==> config.mk <==
export PLATFORM = sky130hd
export DESIGN_NAME = detection_persistence_table_core
export DESIGN_NICKNAME = d
export VERILOG_FILES = /design/src/design/dpt_pkg.sv /design/src/design/dpt_cell.sv /design/src/design/detection_persistence_table_core.sv
export SDC_FILE = /design/constraint.sdc
export NUM_CORES = 2
export LEC_CHECK = 0
export BUFFER_PORTS_ARGS = -buffer_cell sky130_fd_sc_hd__buf_2
export CAP_MARGIN = 15
export CORE_ASPECT_RATIO = 1.75
export CORE_MARGIN = 2
export CORE_UTILIZATION = 51
export CTS_CLUSTER_DIAMETER = 150
export DETAILED_ROUTE_END_ITERATION = 12
export PLACE_DENSITY = 0.72
export SETUP_SLACK_MARGIN = 0.5
export SLEW_MARGIN = 0
export SYNTH_ARGS = -nofsm -noshare
export SYNTH_HDL_FRONTEND = slang
export SYNTH_SLANG_ARGS = --single-unit
==> constraint.sdc <==
create_clock -name clk -period 5.4 [get_ports clk]
set_input_delay 0.27 -clock clk [delete_from_list [all_inputs] [get_ports clk]]
set_output_delay 0.27 -clock clk [all_outputs]
set_load 0.01 [all_outputs]
==> src/design/dpt_pkg.sv <==
// Shared types, constants and codes of the detection persistence table.
package dpt_pkg;

	localparam int ENTRIES    = 16;
	localparam int COORD_BITS = 10;

	localparam int IDX_BITS   = (ENTRIES > 1) ? $clog2(ENTRIES) : 1;
	localparam int CNT_BITS   = $clog2(ENTRIES + 1);
	localparam int MARGIN_W   = 10;
	localparam int CONFIRM_W  = 4;
	localparam int HIT_W      = 4;
	localparam int SLOT_W     = 4;
	localparam int REM_W      = 5;
	localparam int EVENT_W    = 3;
	localparam int CFG_IDX_W  = 1;
	localparam int CFG_DATA_W = (MARGIN_W > CONFIRM_W) ? MARGIN_W : CONFIRM_W;
	localparam int CMP_W      = (COORD_BITS > MARGIN_W) ? COORD_BITS : MARGIN_W;

	localparam logic [MARGIN_W-1:0]  MARGIN_RESET  = MARGIN_W'(20);
	localparam logic [CONFIRM_W-1:0] CONFIRM_RESET = CONFIRM_W'(10);
	localparam logic [REM_W-1:0]     REM_MAX       = '1;

	localparam logic ACT_POINT = 1'b0;
	localparam logic ACT_EOF   = 1'b1;

	localparam logic [CFG_IDX_W-1:0] CFG_MATCH_MARGIN  = CFG_IDX_W'(0);
	localparam logic [CFG_IDX_W-1:0] CFG_CONFIRM_COUNT = CFG_IDX_W'(1);

	typedef logic [COORD_BITS-1:0] coord_t;
	typedef logic [IDX_BITS-1:0]   idx_t;
	typedef logic [CNT_BITS-1:0]   cnt_t;

	typedef enum logic [EVENT_W-1:0] {
		EV_MATCHED      = 3'd0,
		EV_CONFIRMED    = 3'd1,
		EV_NEW_ENTRY    = 3'd2,
		EV_TABLE_FULL   = 3'd3,
		EV_FRAME_CLOSED = 3'd4
	} event_t;

	// Search word that walks down the row of cells, one cell per cycle.
	typedef struct packed {
		logic   active;
		logic   action;
		coord_t px;
		coord_t py;
		logic   found;
		idx_t   hit_slot;
		coord_t hit_x;
		coord_t hit_y;
		event_t ev;
		logic   have_free;
		idx_t   free_slot;
		cnt_t   freed;
	} wave_t;

	// Broadcast request that opens a new entry in one cell.
	typedef struct packed {
		logic   en;
		idx_t   slot;
		coord_t x;
		coord_t y;
	} alloc_t;

endpackage

==> src/design/dpt_cell.sv <==
// One table entry with its match, hit-count and end-of-frame logic.
module dpt_cell (
	input  logic                                clk,
	input  logic                                arst_n,
	input  dpt_pkg::idx_t                       cell_idx,
	input  logic [dpt_pkg::MARGIN_W-1:0]        margin,
	input  logic [dpt_pkg::CONFIRM_W-1:0]       confirm,
	input  dpt_pkg::wave_t                      wave_in,
	input  dpt_pkg::alloc_t                     alloc,
	output dpt_pkg::wave_t                      wave_out
);

	logic                          valid_q, valid_d;
	logic                          seen_q, seen_d;
	dpt_pkg::coord_t               x_q, x_d;
	dpt_pkg::coord_t               y_q, y_d;
	logic [dpt_pkg::HIT_W-1:0]     count_q, count_d;
	logic [dpt_pkg::HIT_W-1:0]     count_inc;
	dpt_pkg::wave_t                wave_q, wave_d;
	dpt_pkg::coord_t               dx, dy;
	logic                          match;
	logic                          drop;

	always_comb begin
		dx = (wave_in.px > x_q) ? (wave_in.px - x_q) : (x_q - wave_in.px);
		dy = (wave_in.py > y_q) ? (wave_in.py - y_q) : (y_q - wave_in.py);
		match = valid_q
			&& (dpt_pkg::CMP_W'(dx) < dpt_pkg::CMP_W'(margin))
			&& (dpt_pkg::CMP_W'(dy) < dpt_pkg::CMP_W'(margin));
		count_inc = count_q + dpt_pkg::HIT_W'(1);
		drop = valid_q && !seen_q && (count_q <= dpt_pkg::HIT_W'(1));
	end

	always_comb begin
		valid_d = valid_q;
		seen_d  = seen_q;
		x_d     = x_q;
		y_d     = y_q;
		count_d = count_q;
		wave_d  = wave_in;
		if (wave_in.active) begin
			if (wave_in.action == dpt_pkg::ACT_EOF) begin
				seen_d = 1'b0;
				if (drop) begin
					valid_d = 1'b0;
					count_d = '0;
					wave_d.freed = wave_in.freed + dpt_pkg::cnt_t'(1);
				end else if (valid_q && !seen_q) begin
					count_d = count_q - dpt_pkg::HIT_W'(1);
				end
			end else if (match) begin
				seen_d = 1'b1;
				// Only the lowest matching slot takes the hit.
				if (!wave_in.found) begin
					wave_d.found    = 1'b1;
					wave_d.hit_slot = cell_idx;
					wave_d.hit_x    = x_q;
					wave_d.hit_y    = y_q;
					wave_d.ev       = dpt_pkg::EV_MATCHED;
					if (dpt_pkg::HIT_W'(count_q) < dpt_pkg::HIT_W'(confirm)) begin
						count_d = count_inc;
						if (count_inc == dpt_pkg::HIT_W'(confirm))
							wave_d.ev = dpt_pkg::EV_CONFIRMED;
					end
				end
			end else if (!valid_q && !wave_in.have_free) begin
				wave_d.have_free = 1'b1;
				wave_d.free_slot = cell_idx;
			end
		end
		if (alloc.en && (alloc.slot == cell_idx)) begin
			valid_d = 1'b1;
			seen_d  = 1'b1;
			x_d     = alloc.x;
			y_d     = alloc.y;
			count_d = dpt_pkg::HIT_W'(1);
		end
	end

	always_ff @(posedge clk or negedge arst_n) begin
		if (!arst_n) begin
			valid_q <= 1'b0;
			seen_q  <= 1'b0;
			wave_q  <= '0;
		end else begin
			valid_q <= valid_d;
			seen_q  <= seen_d;
			wave_q  <= wave_d;
		end
	end

	always_ff @(posedge clk) begin
		x_q     <= x_d;
		y_q     <= y_d;
		count_q <= count_d;
	end

	assign wave_out = wave_q;

endmodule

==> src/design/detection_persistence_table_core.sv <==
// Top level of the detection persistence table: cell row, result stage, config.
//
// The block keeps a table of tracked detection positions and confirms an
// object once it has been hit often enough. Input words arrive on the
// in_valid / in_ready channel: action 0 carries a detected point, action 1
// closes the current frame. Each input word yields exactly one result word
// on the out_valid / out_ready channel, in order.
// An accepted word enters a row of ENTRIES cells as a search word and moves
// one cell per cycle; each cell compares, counts or ages its own entry as
// the word passes. Opening a new entry is done after the walk, in one write
// to the lowest free cell. The result passes from the last cell into the
// walk result register and then into the output register, and a new word
// is taken only once the previous result has moved into the output register.
// A finished result sits in the output register while the next input word
// is already taken; if the receiver stalls, the walk result waits in a
// holding register and the block takes no further word until it moves on.
// Reset clears all entries and seen marks and loads match_margin = 20 and
// confirm_count = 10. The configuration port writes a register at every
// edge with cfg_we high; write only while the block is idle.
module detection_persistence_table_core (
	input  logic                                  clk,
	input  logic                                  arst_n,
	input  logic                                  cfg_we,
	input  logic [dpt_pkg::CFG_IDX_W-1:0]         cfg_index,
	input  logic [dpt_pkg::CFG_DATA_W-1:0]        cfg_data,
	input  logic                                  in_valid,
	output logic                                  in_ready,
	input  logic                                  action,
	input  logic [dpt_pkg::COORD_BITS-1:0]        point_x,
	input  logic [dpt_pkg::COORD_BITS-1:0]        point_y,
	output logic                                  out_valid,
	input  logic                                  out_ready,
	output logic [dpt_pkg::EVENT_W-1:0]           event_res,
	output logic [dpt_pkg::SLOT_W-1:0]            slot,
	output logic [dpt_pkg::COORD_BITS-1:0]        entry_x,
	output logic [dpt_pkg::COORD_BITS-1:0]        entry_y,
	output logic [dpt_pkg::REM_W-1:0]             removed_count
);

	logic [dpt_pkg::MARGIN_W-1:0]  margin_q;
	logic [dpt_pkg::CONFIRM_W-1:0] confirm_q;

	logic                          busy_q;
	logic                          fin_valid_q;
	dpt_pkg::wave_t                fin_q;
	logic                          out_valid_q;
	dpt_pkg::event_t               ev_q;
	logic [dpt_pkg::SLOT_W-1:0]    slot_q;
	dpt_pkg::coord_t               x_q;
	dpt_pkg::coord_t               y_q;
	logic [dpt_pkg::REM_W-1:0]     rem_q;

	dpt_pkg::wave_t                chain [dpt_pkg::ENTRIES+1];
	dpt_pkg::alloc_t               alloc;
	logic                          accept;
	logic                          absorb;

	dpt_pkg::event_t               ev_d;
	dpt_pkg::idx_t                 slot_idx;
	logic [dpt_pkg::SLOT_W+dpt_pkg::IDX_BITS-1:0] slot_ext;
	dpt_pkg::coord_t               x_d;
	dpt_pkg::coord_t               y_d;
	logic [dpt_pkg::REM_W+dpt_pkg::CNT_BITS-1:0]  freed_ext;
	logic [dpt_pkg::REM_W-1:0]     rem_d;

	// Configuration registers.
	always_ff @(posedge clk or negedge arst_n) begin
		if (!arst_n) begin
			margin_q  <= dpt_pkg::MARGIN_RESET;
			confirm_q <= dpt_pkg::CONFIRM_RESET;
		end else if (cfg_we) begin
			case (cfg_index)
				dpt_pkg::CFG_MATCH_MARGIN:  margin_q  <= cfg_data[dpt_pkg::MARGIN_W-1:0];
				dpt_pkg::CFG_CONFIRM_COUNT: confirm_q <= cfg_data[dpt_pkg::CONFIRM_W-1:0];
				default: ;
			endcase
		end
	end

	// Only one word walks the row at a time.
	assign in_ready = !busy_q;
	assign accept   = in_valid && in_ready;
	assign absorb   = fin_valid_q && (!out_valid_q || out_ready);

	// The first cell sees the accepted input word directly.
	always_comb begin
		chain[0]           = '0;
		chain[0].active    = accept;
		chain[0].action    = action;
		chain[0].px        = point_x;
		chain[0].py        = point_y;
		chain[0].ev        = dpt_pkg::EV_MATCHED;
	end

	for (genvar i = 0; i < dpt_pkg::ENTRIES; i++) begin : g_cell
		dpt_cell u_cell (
			.clk      (clk),
			.arst_n   (arst_n),
			.cell_idx (dpt_pkg::idx_t'(i)),
			.margin   (margin_q),
			.confirm  (confirm_q),
			.wave_in  (chain[i]),
			.alloc    (alloc),
			.wave_out (chain[i+1])
		);
	end

	// Decide the result of a finished walk. A point with no match but a
	// free slot opens the entry in the same cycle that the result moves on.
	always_comb begin
		alloc     = '0;
		ev_d      = dpt_pkg::EV_TABLE_FULL;
		slot_idx  = '0;
		x_d       = '0;
		y_d       = '0;
		rem_d     = '0;
		freed_ext = {{dpt_pkg::REM_W{1'b0}}, fin_q.freed};
		if (fin_q.action == dpt_pkg::ACT_EOF) begin
			ev_d  = dpt_pkg::EV_FRAME_CLOSED;
			rem_d = (freed_ext > (dpt_pkg::REM_W + dpt_pkg::CNT_BITS)'(dpt_pkg::REM_MAX))
				? dpt_pkg::REM_MAX : freed_ext[dpt_pkg::REM_W-1:0];
		end else if (fin_q.found) begin
			ev_d     = fin_q.ev;
			slot_idx = fin_q.hit_slot;
			x_d      = fin_q.hit_x;
			y_d      = fin_q.hit_y;
		end else if (fin_q.have_free) begin
			ev_d      = dpt_pkg::EV_NEW_ENTRY;
			slot_idx  = fin_q.free_slot;
			x_d       = fin_q.px;
			y_d       = fin_q.py;
			alloc.en  = absorb;
			alloc.slot = fin_q.free_slot;
			alloc.x   = fin_q.px;
			alloc.y   = fin_q.py;
		end
		slot_ext = {{dpt_pkg::SLOT_W{1'b0}}, slot_idx};
	end

	always_ff @(posedge clk or negedge arst_n) begin
		if (!arst_n) begin
			busy_q      <= 1'b0;
			fin_valid_q <= 1'b0;
			out_valid_q <= 1'b0;
		end else begin
			if (accept)
				busy_q <= 1'b1;
			else if (absorb)
				busy_q <= 1'b0;
			if (chain[dpt_pkg::ENTRIES].active)
				fin_valid_q <= 1'b1;
			else if (absorb)
				fin_valid_q <= 1'b0;
			if (absorb)
				out_valid_q <= 1'b1;
			else if (out_ready)
				out_valid_q <= 1'b0;
		end
	end

	always_ff @(posedge clk) begin
		if (chain[dpt_pkg::ENTRIES].active)
			fin_q <= chain[dpt_pkg::ENTRIES];
		if (absorb) begin
			ev_q   <= ev_d;
			slot_q <= slot_ext[dpt_pkg::SLOT_W-1:0];
			x_q    <= x_d;
			y_q    <= y_d;
			rem_q  <= rem_d;
		end
	end

	assign out_valid     = out_valid_q;
	assign event_res     = ev_q;
	assign slot          = slot_q;
	assign entry_x       = x_q;
	assign entry_y       = y_q;
	assign removed_count = rem_q;

endmodule

# Word-level counts from Yosys, hierarchy flattened
# Index checks and enable logic that the tools add are counted.
[word_totals] word_cells=1289 register_bits=1484 output_inout_bits=34 input_bits=37
[op_classes] eq_ne=62 n_bitwise=1 n_reduce_logical=296 add_sub_neg=111 magnitude_cmp=96 mux=430
[op_table] cell="subtractor 10 bit" n=64
[op_table] cell="2-to-1 mux 38 bit" n=16
[op_table] cell="2-to-1 mux 33 bit" n=16
[op_table] cell="2-to-1 mux 28 bit" n=16
[op_table] cell="2-to-1 mux 27 bit" n=15
[op_table] cell="2-to-1 mux 4 bit" n=97
[op_table] cell="2-to-1 mux 10 bit" n=36
[op_table] cell="> comparator 10 bit" n=32
[op_table] cell="< comparator 10 bit" n=32
[op_table] cell="2-to-1 mux 5 bit" n=62
[op_table] cell="2-to-1 mux 1 bit" n=168
[op_table] cell="nonzero test 2 bit" n=83
[op_table] cell="logical AND 1 bit" n=97
[op_table] cell="adder 5 x 1 -> 5 bit (second input constant)" n=15
[op_table] cell="2-to-1 mux 25 bit" n=3
[op_table] cell="AND reduction 5 bit" n=15
[op_table] cell="adder 4 x 1 -> 4 bit (second input constant)" n=16
[op_table] cell="equality test 4 bit" n=16
[op_table] cell="<= comparator 4 x 1 -> 1 bit (second input constant)" n=16
[op_table] cell="< comparator 4 bit" n=16
[op_table] cell="subtractor 4 x 1 -> 4 bit (second input constant)" n=16
[op_table] cell="logical NOT 1 bit" n=48
[op_table] cell="inequality test 3 x 1 -> 1 bit (second input constant)" n=16
[op_table] cell="AND reduction 3 bit" n=16
[op_table] cell="other kinds (12)" n=69

# Depth between registers and ports, before layout
[depth] ltp_word=10 ltp_mapped=24 ltp_nobuf=21

# Hierarchy
# From an unflattened synthesis, not the netlist that was laid out.
[unflattened] cells_unflattened=8266 area_unflattened_um2=89634.7
[by_module_without_submodules] module="dpt_cell at g_cell[11].u_cell ..." seq_area_each_um2=2232.1 cells_per_inst=491 n_inst=6 area_each_um2=5395.2
[by_module_without_submodules] module="dpt_cell at g_cell[0].u_cell ..." seq_area_each_um2=2232.1 cells_per_inst=485 n_inst=4 area_each_um2=5288.8
[by_module_without_submodules] module="dpt_cell at g_cell[6].u_cell ..." seq_area_each_um2=2232.1 cells_per_inst=534 n_inst=3 area_each_um2=5367.6
[by_module_without_submodules] module="dpt_cell at g_cell[8].u_cell" seq_area_each_um2=2232.1 cells_per_inst=514 n_inst=1 area_each_um2=5444.0
[by_module_without_submodules] module="dpt_cell at g_cell[5].u_cell" seq_area_each_um2=2232.1 cells_per_inst=531 n_inst=1 area_each_um2=5361.4
[by_module_without_submodules] module="dpt_cell at g_cell[15].u_cell" seq_area_each_um2=2232.1 cells_per_inst=503 n_inst=1 area_each_um2=5186.2
[by_module_without_submodules] module="detection_persistence_table_core" seq_area_each_um2=3163.0 cells_per_inst=230 n_inst=1 area_each_um2=4013.8

# Least setup slack after synthesis
# No wires, ideal clock.
[synth_timing] path_kind="register to register" from="register g_cell[9].u_cell.wave_q, in the netlist g_cell[9].u_cell.wave_out[38]" to="register g_cell[10].u_cell.wave_q, in the netlist g_cell[10].u_cell.wave_out[19]" arrival_ps=4648 setup_slack_ps=627 setup_time_ps=125 period_less_slack_ps=4773 required_time_ps=5275 stages_incl_launch_ff=22 n_path_buf=2 path_cell_list="dfrtp_1 -> inv_1 -> ha_1 -> inv_1 -> fa_1 -> a21o_1 -> a21oi_1 -> o21ai_0 -> o211a_1 -> o21ai_0 -> a21oi_1 -> buf_2 -> mux2i_1 -> xor2_1 -> ha_1 -> and4_1 -> a2111oi_0 -> o21ai_0 -> or3_1 -> nor3_4 -> buf_2 -> mux2_2"
[synth_lines] element="start: declaration" line_no="dpt_cell.sv:19" source="dpt_pkg::wave_t wave_q, wave_d;"
[synth_lines] element="start signal: assignment" line_no="dpt_cell.sv:88" source="wave_q <= wave_d;"
[synth_lines] element="end signal: assignment" line_no="dpt_cell.sv:88"
[synth_lines] element="end: declaration" line_no="dpt_cell.sv:19"

# Worst setup path after layout
[layout_timing] from="register g_cell[6].u_cell.wave_q, in the netlist g_cell[6].u_cell.wave_out[48]" to="register g_cell[7].u_cell.count_q[2] (netlist name)"
[layout_between] elab_chain_len=7 elab_cells_between_ends=9 cone_classes="add/sub: 2; order compare: 2; mux: 1; reduce/logical: 4"
[layout_rtl] element="start: declaration" line_no="dpt_cell.sv:19"
[layout_rtl] element="start signal: assignment" line_no="dpt_cell.sv:88"
[layout_rtl] element="subtractor 10 bit or > comparator 10 bit (tied branches)" line_no="dpt_cell.sv:25" source="dx = (wave_in.px > x_q) ? (wave_in.px - x_q) : (x_q - wave_in.px);"
[layout_rtl] element="2-to-1 mux 10 bit (*)" line_no="dpt_cell.sv:25"
[layout_rtl] element="< comparator 10 bit (*)" line_no="dpt_cell.sv:28" source="&& (dpt_pkg::CMP_W'(dx) < dpt_pkg::CMP_W'(margin))"
[layout_rtl] element="logical AND 1 bit (*)" line_no="dpt_cell.sv:28"
[layout_rtl] element="logical AND 1 bit (*)" line_no="dpt_cell.sv:29" source="&& (dpt_pkg::CMP_W'(dy) < dpt_pkg::CMP_W'(margin));"
[layout_rtl] element="nonzero test 2 bit (no line) (*)"
[layout_rtl] element="AND reduction 5 bit (no line) (*)"
[layout_rtl] element="end signal: assignment" line_no="dpt_cell.sv:95" source="count_q <= count_d;"
[layout_rtl] element="end: declaration" line_no="dpt_cell.sv:17" source="logic [dpt_pkg::HIT_W-1:0] count_q, count_d;"
# Mark *: on every way between the ends. The rest lies on a longest branch, timed or not.
# A chain may end at the register's enable or synchronous reset.

==> Flow_metrics.wiki <==
{| class="wikitable"
! Metric !! Value
|-
| Depth of the CTS H-tree || 4
|-
| Total iterations of the first detailed-routing run || 5
|-
| Static Leak || 45.7 nW
|-
| Element type at the critical path end || register
|-
| Synthesized instance count || 7,741
|-
| Die width || 306 um
|-
| Clk pwr share || 31.2%
|-
| Data required time of the critical path || 6.10 ns
|-
| Most common flop cell mapped by yosys || dfrtp_1
|-
| Final Setup Violations || 0
|-
| Critical R2R Launch || g_cell[6].u_cell.wave_out[48]
|-
| Fin. max-slew vios || 0
|-
| Setup clock skew after layout || 0.0291 ns
|-
| Number of warnings reported in the yosys synthesis log || 0
|-
| Vias in the first global route || 65,200
|-
| Final wirelength || 244,000 um
|-
| Maximum vdd ir drop || 344 uV
|-
| Total DRC errors in the routed layout || 0
|-
| Area growth syn-to-layout || 17.6%
|-
| Initial Util || 51.2%
|-
| Cell area after synthesis || 0.0816 mm2
|-
| Mapped Avg Cell Area || 10.5 um2
|-
| Xor and xnor area share after synthesis || 4.05%
|-
| Post-detailed-placement half-perimeter wirelength || 179,000 um
|-
| Detail Route Antenna Nets || 0
|-
| Cell internal pwr || 22.5 mW
|-
| Reported net switching power || 10.5 mW
|-
| Final-stage net count || 9,347
|-
| Y dimension of the die || 533 um
|-
| Fmax achieved || 199 MHz
|-
| Post-synthesis sequential area ratio || 45.4%
|-
| Overall overflow remaining after global route || 0
|-
| Crit. Startpoint || g_cell[6].u_cell.wave_out[48]
|-
| Pwr/cell area || 344 mW/mm2
|-
| Number of antenna violations at the first check in global routing || 0
|-
| Number of enable flip-flop cells after synthesis || 409
|-
| Buf+Inv Stages, Crit Path || 3
|-
| Relative max-transition margin || 21.0%
|-
| Diodes inserted || 0
|-
| Most frequent cell on the critical path || or3_1
|-
| CTS tree || built
|-
| R2R setup slack || 0.37 ns
|-
| Wire per inst || 23.5 um
|-
| Simple-gate share of the synthesized area || 10.1%
|-
| Multiplexer share of the synthesized area || 4.26%
|-
| Sequential cell area || 0.0370 mm2
|-
| Adder and majority cell fraction of the synthesized area || 17.3%
|-
| Startpoint type of the worst setup path || register
|-
| Cts bufs inserted || 139
|-
| Count of boundary I/O pins || 71
|-
| Levels on crit path || 22
|-
| Smallest setup slack after layout || 0.369 ns
|-
| First-pass GRT wire length || 356,000 um
|-
| Worst slack, placed || -0.312 ns
|-
| Hold Slack || 0.142 ns
|-
| Critical path data arrival time || 5.73 ns
|-
| Utilization after layout || 60.2%
|-
| Post-route clock period utilization || 93.2%
|-
| Family with the most delay on the worst path || compound AO/OA/AOI/OAI gates
|-
| Path depth of the worst reg2reg path || 22
|-
| Max_cap viols || 0
|-
| Net count of the mapped netlist || 8,865
|-
| Routed vias || 60,500
|-
| Starting DRC count in detailed routing || 3,018
|-
| Worst hold path type || input pin to asynchronous set/reset pin
|-
| Flops & latches, synth || 1,410
|-
| Switching share of total power || 31.9%
|-
| Total GRT Usage || 28.7%
|-
| Overall die area || 0.163 mm2
|-
| Footprint of the multi-input gates || 0.0430 mm2
|-
| IO Port Bufs || 70
|-
| Hold Violations, Final || 0
|-
| Root buffer cell || clkbuf_16
|-
| Unrepaired setup endpoints after global routing || true
|-
| Clock insertion delay at the later pin of the skew report || 0.80 ns
|-
| Vias per std cell || 5.82
|-
| Distinct cells, synth || 86
|-
| Critical path capture point || g_cell[7].u_cell.count_q[2]
|-
| Critical Path Slowest Stage Cell || a2111o_2
|-
| CTS Sinks || 1,410
|-
| FP Rows || 194
|-
| GP Congestion || 0.960
|-
| Maximum buffer depth of the clock tree || 3
|-
| Highest fanout seen on the critical path || 7
|-
| Fin crit period || 5.03 ns
|-
| Clock slew at the register clock pins of the worst setup and hold paths || 0.07 ns
|-
| Async S/R FF share, synth || 66.5%
|-
| Largest family of logic cells by synthesized area || adder cells
|-
| Maximum single-stage delay on the critical path || 0.50 ns
|-
| Status || completed
|-
| Seq pwr share || 41.8%
|-
| Fillcell total || 12,700
|-
| Synth Area in Compound Gates || 14.0%
|-
| End of the worst register-to-register path || g_cell[7].u_cell.count_q[2]
|-
| Core Footprint || 0.159 mm2
|-
| Pin count of the biggest net entering global routing || 177
|-
| CP cell instances || inv_1, ha_2, inv_2, fa_2, a21o_1, a211oi_2, o21ai_1, a31o_2, a21oi_2, a41oi_4, mux2i_1, xor2_1, ha_1, or3_1, o221ai_2, a211oi_1, or3_1, a2111o_2, buf_12, o21ai_4, nand3_2, o211a_1
|-
| Tightest Pin Transition || 1.18 ns
|-
| Crit Path Category || register to register
|-
| Share of post-route cells with drive strength above 1 || 16.6%
|-
| Logic gate share of total power || 27.0%
|}
[power groups by stage]
stage / Combinational, mW / Sequential (mW) / Clock [mW]
CTS: 8.21 / 13.7 / 10.4
detailed placement: 7.77 / 13.9 / 0
global placement: 7.51 / 13.9 / 0
floorplan: 5.31 / 13.4 / 0
finish: 8.92 / 13.8 / 10.3
global route: 9.76 / 14.0 / 10.8
[worst min-delay path by stage]
stage | cells past startpoint | from | slack (ns) | end
global placement | 1 | arst_n | 0.37 | g_cell[4].u_cell.wave_out[17]
floorplan | 0 | arst_n | -0.03 | busy_q
detailed placement | 0 | g_cell[2].u_cell.wave_out[47] | 0.37 | g_cell[3].u_cell.wave_out[47]
global route | 2 | point_x[9] | 0.13 | g_cell[0].u_cell.wave_out[57]
finish | 2 | arst_n | 0.14 | g_cell[5].u_cell.wave_out[16]
CTS | 2 | point_x[9] | 0.11 | g_cell[0].u_cell.wave_out[57]
[cell usage in the layout, fill, tap and decap left out, types with 97 or more instances in the layout]
cell | synthesis | routed
a21o_1 | 241 | 240
a21oi_1 | 447 | 396
buf_4 | 0 | 307
clkbuf_16 | 0 | 166
dfrtp_1 | 933 | 930
edfxtp_1 | 409 | 409
ha_1 | 1023 | 995
inv_1 | 874 | 855
mux2_2 | 140 | 100
mux2i_1 | 190 | 168
nand2_1 | 529 | 449
nand2b_1 | 101 | 98
nand3_1 | 102 | 97
nand4_1 | 98 | 98
nor2_1 | 224 | 218
nor2b_1 | 101 | 97
nor3_1 | 129 | 126
o21ai_0 | 551 | 403
xnor2_1 | 225 | 216
xor2_1 | 152 | 145
[worst reg2reg max path: cells and delay by family (launching register included)]
family          cells  cell delay (ns)
buf+inv             3             0.27
simple gates        3             0.81
mux                 1             0.20
flops               1             0.38
compound gates     11             2.37
xor+xnor            1             0.17
fa+ha+maj           3             0.75
[per-stage QoR]
stage / std cells / instance area (um2) / setup TNS, ns / total power, mW
global route: 10400 / 95900 / 0 / 34.6
detailed placement: 9920 / 85900 / -6.55 / 21.7
finish: 10400 / 95900 / 0 / 33.0
floorplan: 7741 / 81600 / 0 / 18.7
global placement: 9919 / 85900 / -11.50 / 21.4
CTS: 10300 / 93000 / 0 / 32.3
[layout make-up]
cell class,instances,share of cell area [%]
timing repair buffer,548,5.50
sequential,1410,38.6
clock buffer,200,4.33
tap,2058,2.68
inverter,875,3.43
clock inverter,58,0.699
multi-input combinational,5249,44.8
[sequential cells by signal, indices dropped and copies added (netlist names), 10 cells and up]
name / flops
entry_x: 10
g_cell.u_cell.y_q: 160
margin_q: 10
g_cell.u_cell.seen_q: 16
g_cell.u_cell.wave_out: 888
g_cell.u_cell.valid_q: 16
g_cell.u_cell.count_q: 64
g_cell.u_cell.x_q: 160
entry_y: 10
fin_q: 57
[cell families after synthesis]
group,Yosys count
adder cells (fa/ha/maj),1087
flip-flops,1410
multiplexers,330
XOR/XNOR,377
AO/OA/AOI/OAI,1819
AND/OR/NAND/NOR,1636
buffers and inverters,1082
[Yosys cell counts, types with 25 or more instances]
| cell | n | share of area, % |
|---|---|---|
| nor3_1 | 129 | 0.79 |
| or2_2 | 54 | 0.41 |
| nor2b_1 | 101 | 0.77 |
| inv_1 | 874 | 4.0 |
| nand3_1 | 102 | 0.63 |
| ha_1 | 1023 | 16 |
| o21bai_1 | 91 | 0.84 |
| clkbuf_1 | 176 | 0.81 |
| mux2_2 | 140 | 1.9 |
| edfxtp_1 | 409 | 15 |
| o21a_1 | 61 | 0.56 |
| nand2_1 | 529 | 2.4 |
| or3_1 | 63 | 0.48 |
| nor4_1 | 26 | 0.20 |
| and2_1 | 96 | 0.74 |
| xnor2_1 | 225 | 2.4 |
| dfxtp_1 | 64 | 1.6 |
| o21ai_0 | 551 | 3.4 |
| a21boi_0 | 37 | 0.34 |
| o211ai_1 | 29 | 0.27 |
| and3_1 | 41 | 0.31 |
| o41ai_1 | 25 | 0.27 |
| fa_1 | 64 | 1.6 |
| nand2b_1 | 101 | 0.77 |
| a211oi_1 | 58 | 0.53 |
| nor2_1 | 224 | 1.0 |
| nand4_1 | 98 | 0.75 |
| a31oi_1 | 34 | 0.26 |
| a21oi_1 | 447 | 2.7 |
| a221oi_1 | 39 | 0.42 |
| a21o_1 | 241 | 2.2 |
| xor2_1 | 152 | 1.6 |
| a22oi_1 | 29 | 0.27 |
| dfrtp_1 | 933 | 29 |
| mux2i_1 | 190 | 2.3 |
[timing repair]
action | CTS | global route
pin swaps | 123 | 217
buffers inserted | 57 | 69
hold endpoints to repair | 123 | 0
gates cloned | 11 | 25
gates resized for setup | 286 | 515
setup endpoints to repair | 416 | 411
hold buffers | 55 | 0
[per-layer routing]
metal / global-route usage, % / wire length [um] / vias up
met5: 0 / 0 / -
met4: 27.7 / 30900 / 0
met3: 3.66 / 8550 / 1126
met2: 56.9 / 135000 / 1819
met1: 23.5 / 70200 / 29600
li1: - / - / 27900
(Power assumes the default switching activity.)
